--- src/rtl/fhpa_pkg.sv ---
// ----------------------------------------------------------------------------
// fhpa_pkg
// Shared types and codes for the handle pool allocator.
// ----------------------------------------------------------------------------
package fhpa_pkg;

  localparam int HANDLE_W     = 6;
  localparam int HANDLE_SPACE = 64;
  localparam int COUNT_W      = 7;

  typedef logic [HANDLE_W-1:0] handle_t;
  typedef logic [COUNT_W-1:0]  count_t;

  typedef enum logic [1:0] {
    MODE_ALLOC     = 2'd0,
    MODE_TRY_ALLOC = 2'd1,
    MODE_RELEASE   = 2'd2,
    MODE_UNUSED    = 2'd3
  } mode_t;

  typedef enum logic [1:0] {
    ST_OK        = 2'd0,
    ST_NONE      = 2'd1,
    ST_INVALID   = 2'd2,
    ST_EXHAUSTED = 2'd3
  } status_t;

endpackage

--- src/rtl/fifo_handle_pool_allocator.sv ---
// ----------------------------------------------------------------------------
// fifo_handle_pool_allocator
// Handle allocator with a FIFO free list and an in-use map, both in RAM.
// ----------------------------------------------------------------------------
// The result strobe (done) is registered on leaving S_EXEC, which the start transfer enters.
// A new request is accepted only in S_IDLE; S_EXEC does the RAM read-modify-write.
// busy is high in the cycle after a transfer; the receiver cannot stall done.
// Reset: synchronous; clears pointers, counters and in-use valid bits.
// Free queue RAM contents are undefined after reset and only read once written.
module fifo_handle_pool_allocator #(
  parameter int POOL_SIZE = 64
) (
  input  logic                   clk,
  input  logic                   rst,
  input  logic                   start,
  output logic                   busy,
  input  logic [1:0]             mode,
  input  fhpa_pkg::handle_t      handle_in,
  output logic                   done,
  output fhpa_pkg::handle_t      handle_out,
  output logic [1:0]             status
);

  import fhpa_pkg::*;

  localparam int CAPACITY = (POOL_SIZE < HANDLE_SPACE) ? POOL_SIZE : HANDLE_SPACE;
  localparam count_t CAP_C = COUNT_W'(CAPACITY);
  localparam count_t SPACE_C = COUNT_W'(HANDLE_SPACE);

  typedef enum logic {
    S_IDLE,
    S_EXEC
  } state_t;

  state_t  state;
  mode_t   mode_r;
  handle_t hin_r;
  count_t  fresh_next;
  handle_t queue_head;
  handle_t queue_tail;
  count_t  queue_count;
  logic [HANDLE_SPACE-1:0] map_valid;

  logic    accept;
  handle_t queue_q;
  logic    map_q;
  logic    in_use;

  logic    q_we;
  logic    m_we;
  handle_t m_waddr;
  logic    m_wdata;

  logic    pop;
  logic    push;
  logic    take_fresh;
  handle_t res_handle;
  status_t res_status;

  assign accept = start && (state == S_IDLE);
  assign busy   = (state == S_EXEC);
  assign in_use = map_valid[hin_r] && map_q;

  fhpa_ram #(.WIDTH(HANDLE_W), .DEPTH(HANDLE_SPACE)) u_queue_ram (
    .clk   (clk),
    .we    (q_we),
    .waddr (queue_tail),
    .wdata (hin_r),
    .re    (accept),
    .raddr (queue_head),
    .rdata (queue_q)
  );

  fhpa_ram #(.WIDTH(1), .DEPTH(HANDLE_SPACE)) u_map_ram (
    .clk   (clk),
    .we    (m_we),
    .waddr (m_waddr),
    .wdata (m_wdata),
    .re    (accept),
    .raddr (handle_in),
    .rdata (map_q)
  );

  always_comb begin
    pop        = 1'b0;
    push       = 1'b0;
    take_fresh = 1'b0;
    res_handle = '0;
    res_status = ST_OK;
    unique case (mode_r)
      MODE_ALLOC: begin
        if (queue_count != '0) begin
          pop        = 1'b1;
          res_handle = queue_q;
        end else if (fresh_next < CAP_C) begin
          take_fresh = 1'b1;
          res_handle = fresh_next[HANDLE_W-1:0];
        end else begin
          res_status = ST_EXHAUSTED;
        end
      end
      MODE_TRY_ALLOC: begin
        if (queue_count != '0) begin
          pop        = 1'b1;
          res_handle = queue_q;
        end else begin
          res_status = ST_NONE;
        end
      end
      MODE_RELEASE: begin
        if (in_use && (queue_count < SPACE_C)) begin
          push = 1'b1;
        end else begin
          res_status = ST_INVALID;
        end
      end
      default: begin
        res_status = ST_INVALID;
      end
    endcase
  end

  always_comb begin
    q_we    = busy && push;
    m_we    = busy && (pop || push || take_fresh);
    m_waddr = push ? hin_r : res_handle;
    m_wdata = !push;
  end

  always_ff @(posedge clk) begin
    if (rst) begin
      state       <= S_IDLE;
      done        <= 1'b0;
      handle_out  <= '0;
      status      <= '0;
      fresh_next  <= '0;
      queue_head  <= '0;
      queue_tail  <= '0;
      queue_count <= '0;
      map_valid   <= '0;
    end else begin
      unique case (state)
        S_IDLE: begin
          done <= 1'b0;
          if (start) begin
            state <= S_EXEC;
          end
        end
        S_EXEC: begin
          state      <= S_IDLE;
          done       <= 1'b1;
          handle_out <= res_handle;
          status     <= res_status;
          if (m_we) begin
            map_valid[m_waddr] <= 1'b1;
          end
          if (pop) begin
            queue_head  <= queue_head + 1'b1;
            queue_count <= queue_count - 1'b1;
          end
          if (push) begin
            queue_tail  <= queue_tail + 1'b1;
            queue_count <= queue_count + 1'b1;
          end
          if (take_fresh) begin
            fresh_next <= fresh_next + 1'b1;
          end
        end
        default: begin
          state <= S_IDLE;
          done  <= 1'b0;
        end
      endcase
    end
  end

  always_ff @(posedge clk) begin
    if (accept) begin
      mode_r <= mode_t'(mode);
      hin_r  <= handle_in;
    end
  end

endmodule

--- src/rtl/fhpa_ram.sv ---
// ----------------------------------------------------------------------------
// fhpa_ram
// Generic single-write, single-read RAM with registered read data.
// ----------------------------------------------------------------------------
module fhpa_ram #(
  parameter int WIDTH = 8,
  parameter int DEPTH = 64
) (
  input  logic                     clk,
  input  logic                     we,
  input  logic [$clog2(DEPTH)-1:0] waddr,
  input  logic [WIDTH-1:0]         wdata,
  input  logic                     re,
  input  logic [$clog2(DEPTH)-1:0] raddr,
  output logic [WIDTH-1:0]         rdata
);

  logic [WIDTH-1:0] mem [DEPTH];

  always_ff @(posedge clk) begin
    if (we) begin
      mem[waddr] <= wdata;
    end
    if (re) begin
      rdata <= mem[raddr];
    end
  end

endmodule
--- config.mk ---
export PLATFORM = sky130hd
export DESIGN_NAME = fifo_handle_pool_allocator
export DESIGN_NICKNAME = d
export VERILOG_FILES = /design/src/rtl/fhpa_pkg.sv /design/src/rtl/fifo_handle_pool_allocator.sv /design/src/rtl/fhpa_ram.sv
export SDC_FILE = /design/constraint.sdc
export NUM_CORES = 1
export LEC_CHECK = 0
export BUFFER_PORTS_ARGS = -buffer_cell sky130_fd_sc_hd__buf_2
export CAP_MARGIN = 10
export CORE_ASPECT_RATIO = 0.8
export CORE_MARGIN = 2
export CORE_UTILIZATION = 65
export CTS_CLUSTER_DIAMETER = 30
export DETAILED_ROUTE_END_ITERATION = 12
export PLACE_DENSITY = 0.82
export SYNTH_ARGS = -nofsm -noshare
export SYNTH_HDL_FRONTEND = slang
export SYNTH_SLANG_ARGS = --single-unit
--- constraint.sdc ---
create_clock -name clk -period 8.8 [get_ports clk]
set_clock_uncertainty 0.05 [all_clocks]
set_input_delay 0.88 -clock clk [delete_from_list [all_inputs] [get_ports clk]]
set_output_delay 0.88 -clock clk [all_outputs]
set_load 0.02 [all_outputs]
* After elaboration in Yosys (flattened, before gate mapping) *
Memories as Yosys holds them, arrays and structs flattened. A register that Yosys moved wholly into a read port is not among the register bits.
Index checks and enable logic that the tools add are counted.

storage, ports and cells
  register bits after elaboration = 108
  memory bits (writable) = 448
  output and inout port bits = 10
  logic and storage cells = 75
  memories = 2

cells by class
  $add $sub $neg = 5
  order comparisons = 5
  equality and inequality tests = 2
  multiplexer cells = 30
  bitwise logic cells = 2
  reduce and logical (&&, ||, !) cells = 18

memory list
  name             depth  width  rd ports  clocked after memory_dff  wr ports  line            text
  u_queue_ram.mem  64     6      1         1                         1         fhpa_ram.sv:18  logic [WIDTH-1:0] mem [DEPTH];
  u_map_ram.mem    64     1      1         1                         1         fhpa_ram.sv:18

operator list
  cell                   number
  $or A64 B64 Y64        1
  $mux W6                4
  $mux W1                15
  $add A7 B1 Y7 const B  2
  $lt A6 B7 Y1 const B   2
  $lt A7 B7 Y1 const B   2
  $mux W7                2
  $add A6 B1 Y6 const B  2
  $pmux W6 S2            1
  $reduce_and A2 Y1      5
  $reduce_bool A7 Y1     1
  $sub A7 B1 Y7 const B  1
  $bmux W1 S6            1
  $demux W1 S6           1
  $ge A6 B1 Y1 const B   1
  $logic_and A1 B1 Y1    6
  $mux W2                3
  $pmux W2 S3            1
  $pmux W1 S2            2
  $eq A2 B1 Y1 const B   1
  $eq A2 B2 Y1 const B   1
  $logic_not A2 Y1       1
  $logic_or A1 B1 Y1     2
  $reduce_bool A2 Y1     1
  other kinds (3)        3

* Logic depth before layout (Yosys ltp) *
  word-level depth = 12
  mapped depth = 17
  depth with buffers taken out = 15

* Cells and area by module *
A second synthesis with hierarchy kept.

second synthesis, totals
  cells, all modules = 1412
  area, all modules = 23012.1 µm²

by module, submodules not included
  module                      times used  cells each  area an instance (µm²)  sequential area each (µm²)
  fhpa_ram at u_queue_ram     1           720         15285.9                 11711.2
  fifo_handle_pool_allocator  1           488         4802.1                  2242.2
  fhpa_ram at u_map_ram       1           204         2924.1                  1951.9

* Least setup slack after synthesis *
Ideal clock, no wire load.

  kind = reg-to-reg
  start = register hin_r[2]
  end = register queue_count[6]
  library setup time = 0.132 ns
  arrival time = 4.202 ns
  slack = 4.416 ns
  cell stages (with the launch flop) = 17
  period minus slack after synthesis = 4.384 ns
  cell sequence = edfxtp_1 -> buf_2 -> nor2b_1 -> a22oi_1 -> a211o_1 -> and3_1 -> a21o_4 -> inv_4 -> ha_1 -> a21o_1 -> a21oi_1 -> nor2b_1 -> o21a_1 -> nor2_1 -> nor3_1 -> a31oi_1 -> a21oi_1

between the ends
  longest elaborated chain between the ends = 8
  elaborated cells on any way between the ends = 9
  those cells by class = 5 x mux; 4 x reduce/logical

RTL lines
  element                              line                               text
  start: declaration                   fifo_handle_pool_allocator.sv:37   handle_t hin_r;
  start signal: assignment             fifo_handle_pool_allocator.sv:180  hin_r <= handle_in;
  $bmux W1 S6 (*)                      fifo_handle_pool_allocator.sv:62   assign in_use = map_valid[hin_r] && map_q;
  $mux W1 (implied by the code) (*)    fifo_handle_pool_allocator.sv:62
  $logic_and A1 B1 Y1 (*)              fifo_handle_pool_allocator.sv:62
  $logic_and A1 B1 Y1 (*)              fifo_handle_pool_allocator.sv:111  if (in_use && (queue_count < SPACE_C)) begin
  $mux W1 (*)                          fifo_handle_pool_allocator.sv:111
  $mux W1 (*)                          fifo_handle_pool_allocator.sv:90   unique case (mode_r)
  $reduce_bool A2 Y1 (no source line)  n/a
  $reduce_and A2 Y1 (no source line)   n/a
  end signal: assignment               fifo_handle_pool_allocator.sv:159  queue_count <= queue_count - 1'b1;
  end signal: assignment               fifo_handle_pool_allocator.sv:163  queue_count <= queue_count + 1'b1;
  end: declaration                     fifo_handle_pool_allocator.sv:41   count_t queue_count;

Every way passes the cells marked *; elsewhere a longest branch is shown, timed or not. The select of a mux whose other input is x is not followed.
A chain may end at the register's enable or synchronous reset.

* Final worst setup path *
  start = register hin_r[1]
  end = memory u_queue_ram.mem[25][1] in the netlist's numbering (enable)

between the ends
  longest elaborated chain between the ends = 9

RTL lines
  element                        line                               text
  $bmux W1 S6                    fifo_handle_pool_allocator.sv:62
  $mux W1 (implied by the code)  fifo_handle_pool_allocator.sv:62
  $logic_and A1 B1 Y1            fifo_handle_pool_allocator.sv:62
  $logic_and A1 B1 Y1            fifo_handle_pool_allocator.sv:111
  $mux W1                        fifo_handle_pool_allocator.sv:111
  $mux W1                        fifo_handle_pool_allocator.sv:90
  $logic_and A1 B1 Y1            fifo_handle_pool_allocator.sv:124  q_we = busy && push;
  $mux W1                        fhpa_ram.sv:21                     if (we) begin
  $mux W1 (implied by the code)  fhpa_ram.sv:22                     mem[waddr] <= wdata;
  end: declaration               fhpa_ram.sv:18

Every way passes these cells. The select of a mux whose other input is x is not followed.

==> results.cfg <==
[run_status]
status = completed

[pwr]
cellLeakagePower_nw = 8.22
p_seq_share_pct = 45.5
p_comb_share_pct = 3.1
switching_share_pct = 22.6
power.total_mw = 6.37
intPower_mw = 4.93
clockPowerShare_pct = 51.3
powerDensity_nw_per_um2 = 246
switchingPower_mw = 1.44
worst_ir_drop_vdd_v = 0.000200

[global_route]
grt_start_max_net_pins = 95
antenna_found_initial = 0
grt_pass1_wl_um = 80500
grt_use_total_pct = 30.5
grt.overflow.total = 0
grt_pass1_vias = 12853

[sta]
rsz0062_at_grt = false
report.final.slew_viol_count = 0
fin_crit_ns = 5.01
layout_setup_ws_ns = 3.79
slew_headroom_pct = 23.7
finalCritPeriodShare_pct = 56.9
finalSetupTns_ns = 0
tightest_slew_ns = 1.14
fmax_mhz = 200
setup_violations = 0
hold_viol = 0

[routing]
avgViaCountPerCell = 6.71
routed_wl_um = 53400
vias = 12803
dr.first_iter.drc_count = 1599
wl_per_cell_um = 28.0
drcViolationCount = 0
ant_nets = 0
first_pass_iters = 5

[layout]
final_core_util_pct = 74.9
nets = 1386
drive_gt1_share_pct = 24.4
layout.cells.non_filler = 1908
num_antenna_cells = 0
syn_to_final_growth_pct = 14.0
nFillCells = 1891

[cts]
cts_root_buf = clkbuf_16
post_cts_buffers = 0
path_clk_slew_ns = 0.06
htreeDepth = 3
cts_tree = done
hold_buffers = 0
cts_resized = 0
clock-sinks = 563
clockBufferDepth = 3
cts_made_buffers = 82
clk_latency_ns = 0.61

[floorplan]
pin_count = 21
die_x_um = 213
initial_utilization_pct = 65.7
placementRows = 61
core_um2 = 34700
die_area_um2 = 36500
die_y_um = 171

[yosys]
yosysWarnings = 0
synth-edff-count = 463
synth.area.top_cells = edfxtp_1 (61%), mux4_2 (15%), dfxtp_1 (8.8%), nor2_1 (2.9%), o22ai_1 (1.5%)
synth_top_area_share_pct = 61.1
syn_area_um2 = 22800
async_reset_ff_share_pct = 0
yosys-top-cells-count = edfxtp_1 (463), nor2_1 (176), mux4_2 (150), dfxtp_1 (100), clkbuf_1 (62)
synth_top_flop_cell = edfxtp_1
seq_area_frac_synth_pct = 69.9
synthCells = 1340
yosysMostFrequentCell = edfxtp_1
yosysUniqueCellTypes = 57
syn-num-nets = 1360
synth-seq-cells = 563
postSynthAreaPerCell_um2 = 17.0
yosysTopAreaCell = edfxtp_1

[placement]
pre_cts_ws_ns = 3.97
io_buffers = 20
gp_congestion = 0.834
placed_cells = 1754
dp_hpwl_um = 28100

[worst_setup_path]
arrival_ns = 5.21
setup.worst_path.end_class = flop
critPathLaunchType = flop
cpMostUsedCell = nor2_1
cpPeakStageDelay_ns = 0.83
cp.required_ns = 8.99
cp_slowest_cell = buf_4
crit_chain = buf_4 -> mux4_1 -> nand3b_1 -> and4b_1 -> nor4_4 -> a21o_4 -> inv_4 -> nor2_1 -> nand4_1 -> nor2_1
path_max_fanout = 94
crit_type = flop to flop

[job]
cap_violations = 0

[hold_path]
worstHoldPathType = primary input to flop
kinds of logic after synthesis:
| kind of cell | count (synthesis) | share of synthesized area (%) |
|---|---|---|
| adders and majority gates | 9 | 0.528 |
| xor gates and xnor gates | 18 | 0.693 |
| and+or+nand+nor | 283 | 5.73 |
| DFF | 563 | 69.9 |
| AOI/OAI and AO/OA | 133 | 3.88 |
| muxes | 186 | 16.6 |
| buffers and inverters | 148 | 2.72 |
placed cells by master, fill, tap and decap left out, drive strengths merged, types with 3 or more instances in the layout:
cell type | netlist | layout
nor3 | 4 | 4
nand2 | 24 | 24
o22ai | 54 | 54
o21ai | 5 | 5
xor2 | 13 | 13
nand3b | 6 | 6
clkinvlp | 0 | 6
and3 | 3 | 3
a22oi | 11 | 11
o31ai | 9 | 9
mux4 | 152 | 152
xnor2 | 5 | 5
ha | 8 | 8
nand3 | 13 | 13
o21ba | 5 | 5
a211o | 3 | 3
nand2b | 10 | 10
clkinv | 0 | 29
edfxtp | 463 | 463
or3 | 8 | 8
or2 | 7 | 7
bufinv | 0 | 4
a21o | 7 | 7
nor2b | 5 | 5
buf | 28 | 32
nor2 | 176 | 176
mux2i | 33 | 33
nand4 | 8 | 8
a31oi | 4 | 4
and2 | 4 | 4
dfxtp | 100 | 100
clkbuf | 62 | 93
a21oi | 27 | 27
or4 | 6 | 6
inv | 58 | 80
worst max-delay path: cells and delay by family, from the launching register on:
kind | cells | cell delay [ns]
muxes | 1 | 0.44
and+or+nand+nor | 6 | 2.41
DFF | 1 | 0.33
AOI/OAI and AO/OA | 1 | 0.26
buffers and inverters | 2 | 1.11
area by class of cell:
cell class	instances	area [um2]	share of cell area (%)
Sequential cell	563	15900	61.3
Multi-Input combinational cell	629	6240	24.0
Clock buffer	93	2210	8.52
Tap cell	472	591	2.28
Clock inverter	61	577	2.22
Inverter	58	220	0.849
Timing Repair Buffer	32	193	0.743
path summary, 6_finish.rpt:
kind | startpoint | to | slack [ns] | cells after the start
setup / recovery | hin_r[1] | u_queue_ram.mem[25][1] | 3.79 | 10
hold / removal | mode[1] | mode_r[1] | 0.41 | 1
setup reg to reg | hin_r[1] | u_queue_ram.mem[25][1] | 3.79 | 10
hold reg to reg | map_valid[11] | map_valid[11] | 0.42 | 2
sequential cells by signal (all words and copies together) (netlist names), 2 cells and up:
register / cells
queue_tail: 6
hin_r: 6
queue_head: 6
handle_out: 6
fresh_next: 7
u_map_ram.mem: 64
u_queue_ram.rdata: 6
status: 2
u_queue_ram.mem: 384
mode_r: 2
queue_count: 7
map_valid: 64
metal layers:
layer	global-route usage (%)	vias up	share of wire (%)
li1	-	5319	-
met1	41.7	6597	39
met2	49.7	772	50
met3	6.13	115	8.5
met4	11.1	0	2.7
met5	0	-	0
power groups by stage:
stage               clock, mW  combinational [mW]  sequential, mW
detailed placement          0               0.192            2.96
CTS                      3.28               0.196            2.90
global placement            0               0.187            2.96
global route             3.39               0.212            2.90
floorplan                   0               0.128            2.97
finish                   3.27               0.199            2.90
through the flow:
| step | hold WS [ns] | instance area, um2 |
|---|---|---|
| floorplan | 0.382 | 22800 |
| global placement | 0.396 | 23200 |
| detailed placement | 0.408 | 23200 |
| CTS | 0.390 | 25900 |
| global route | 0.400 | 25900 |
| finish | 0.409 | 25900 |
Note: power is estimated with default switching activity, not from simulation.
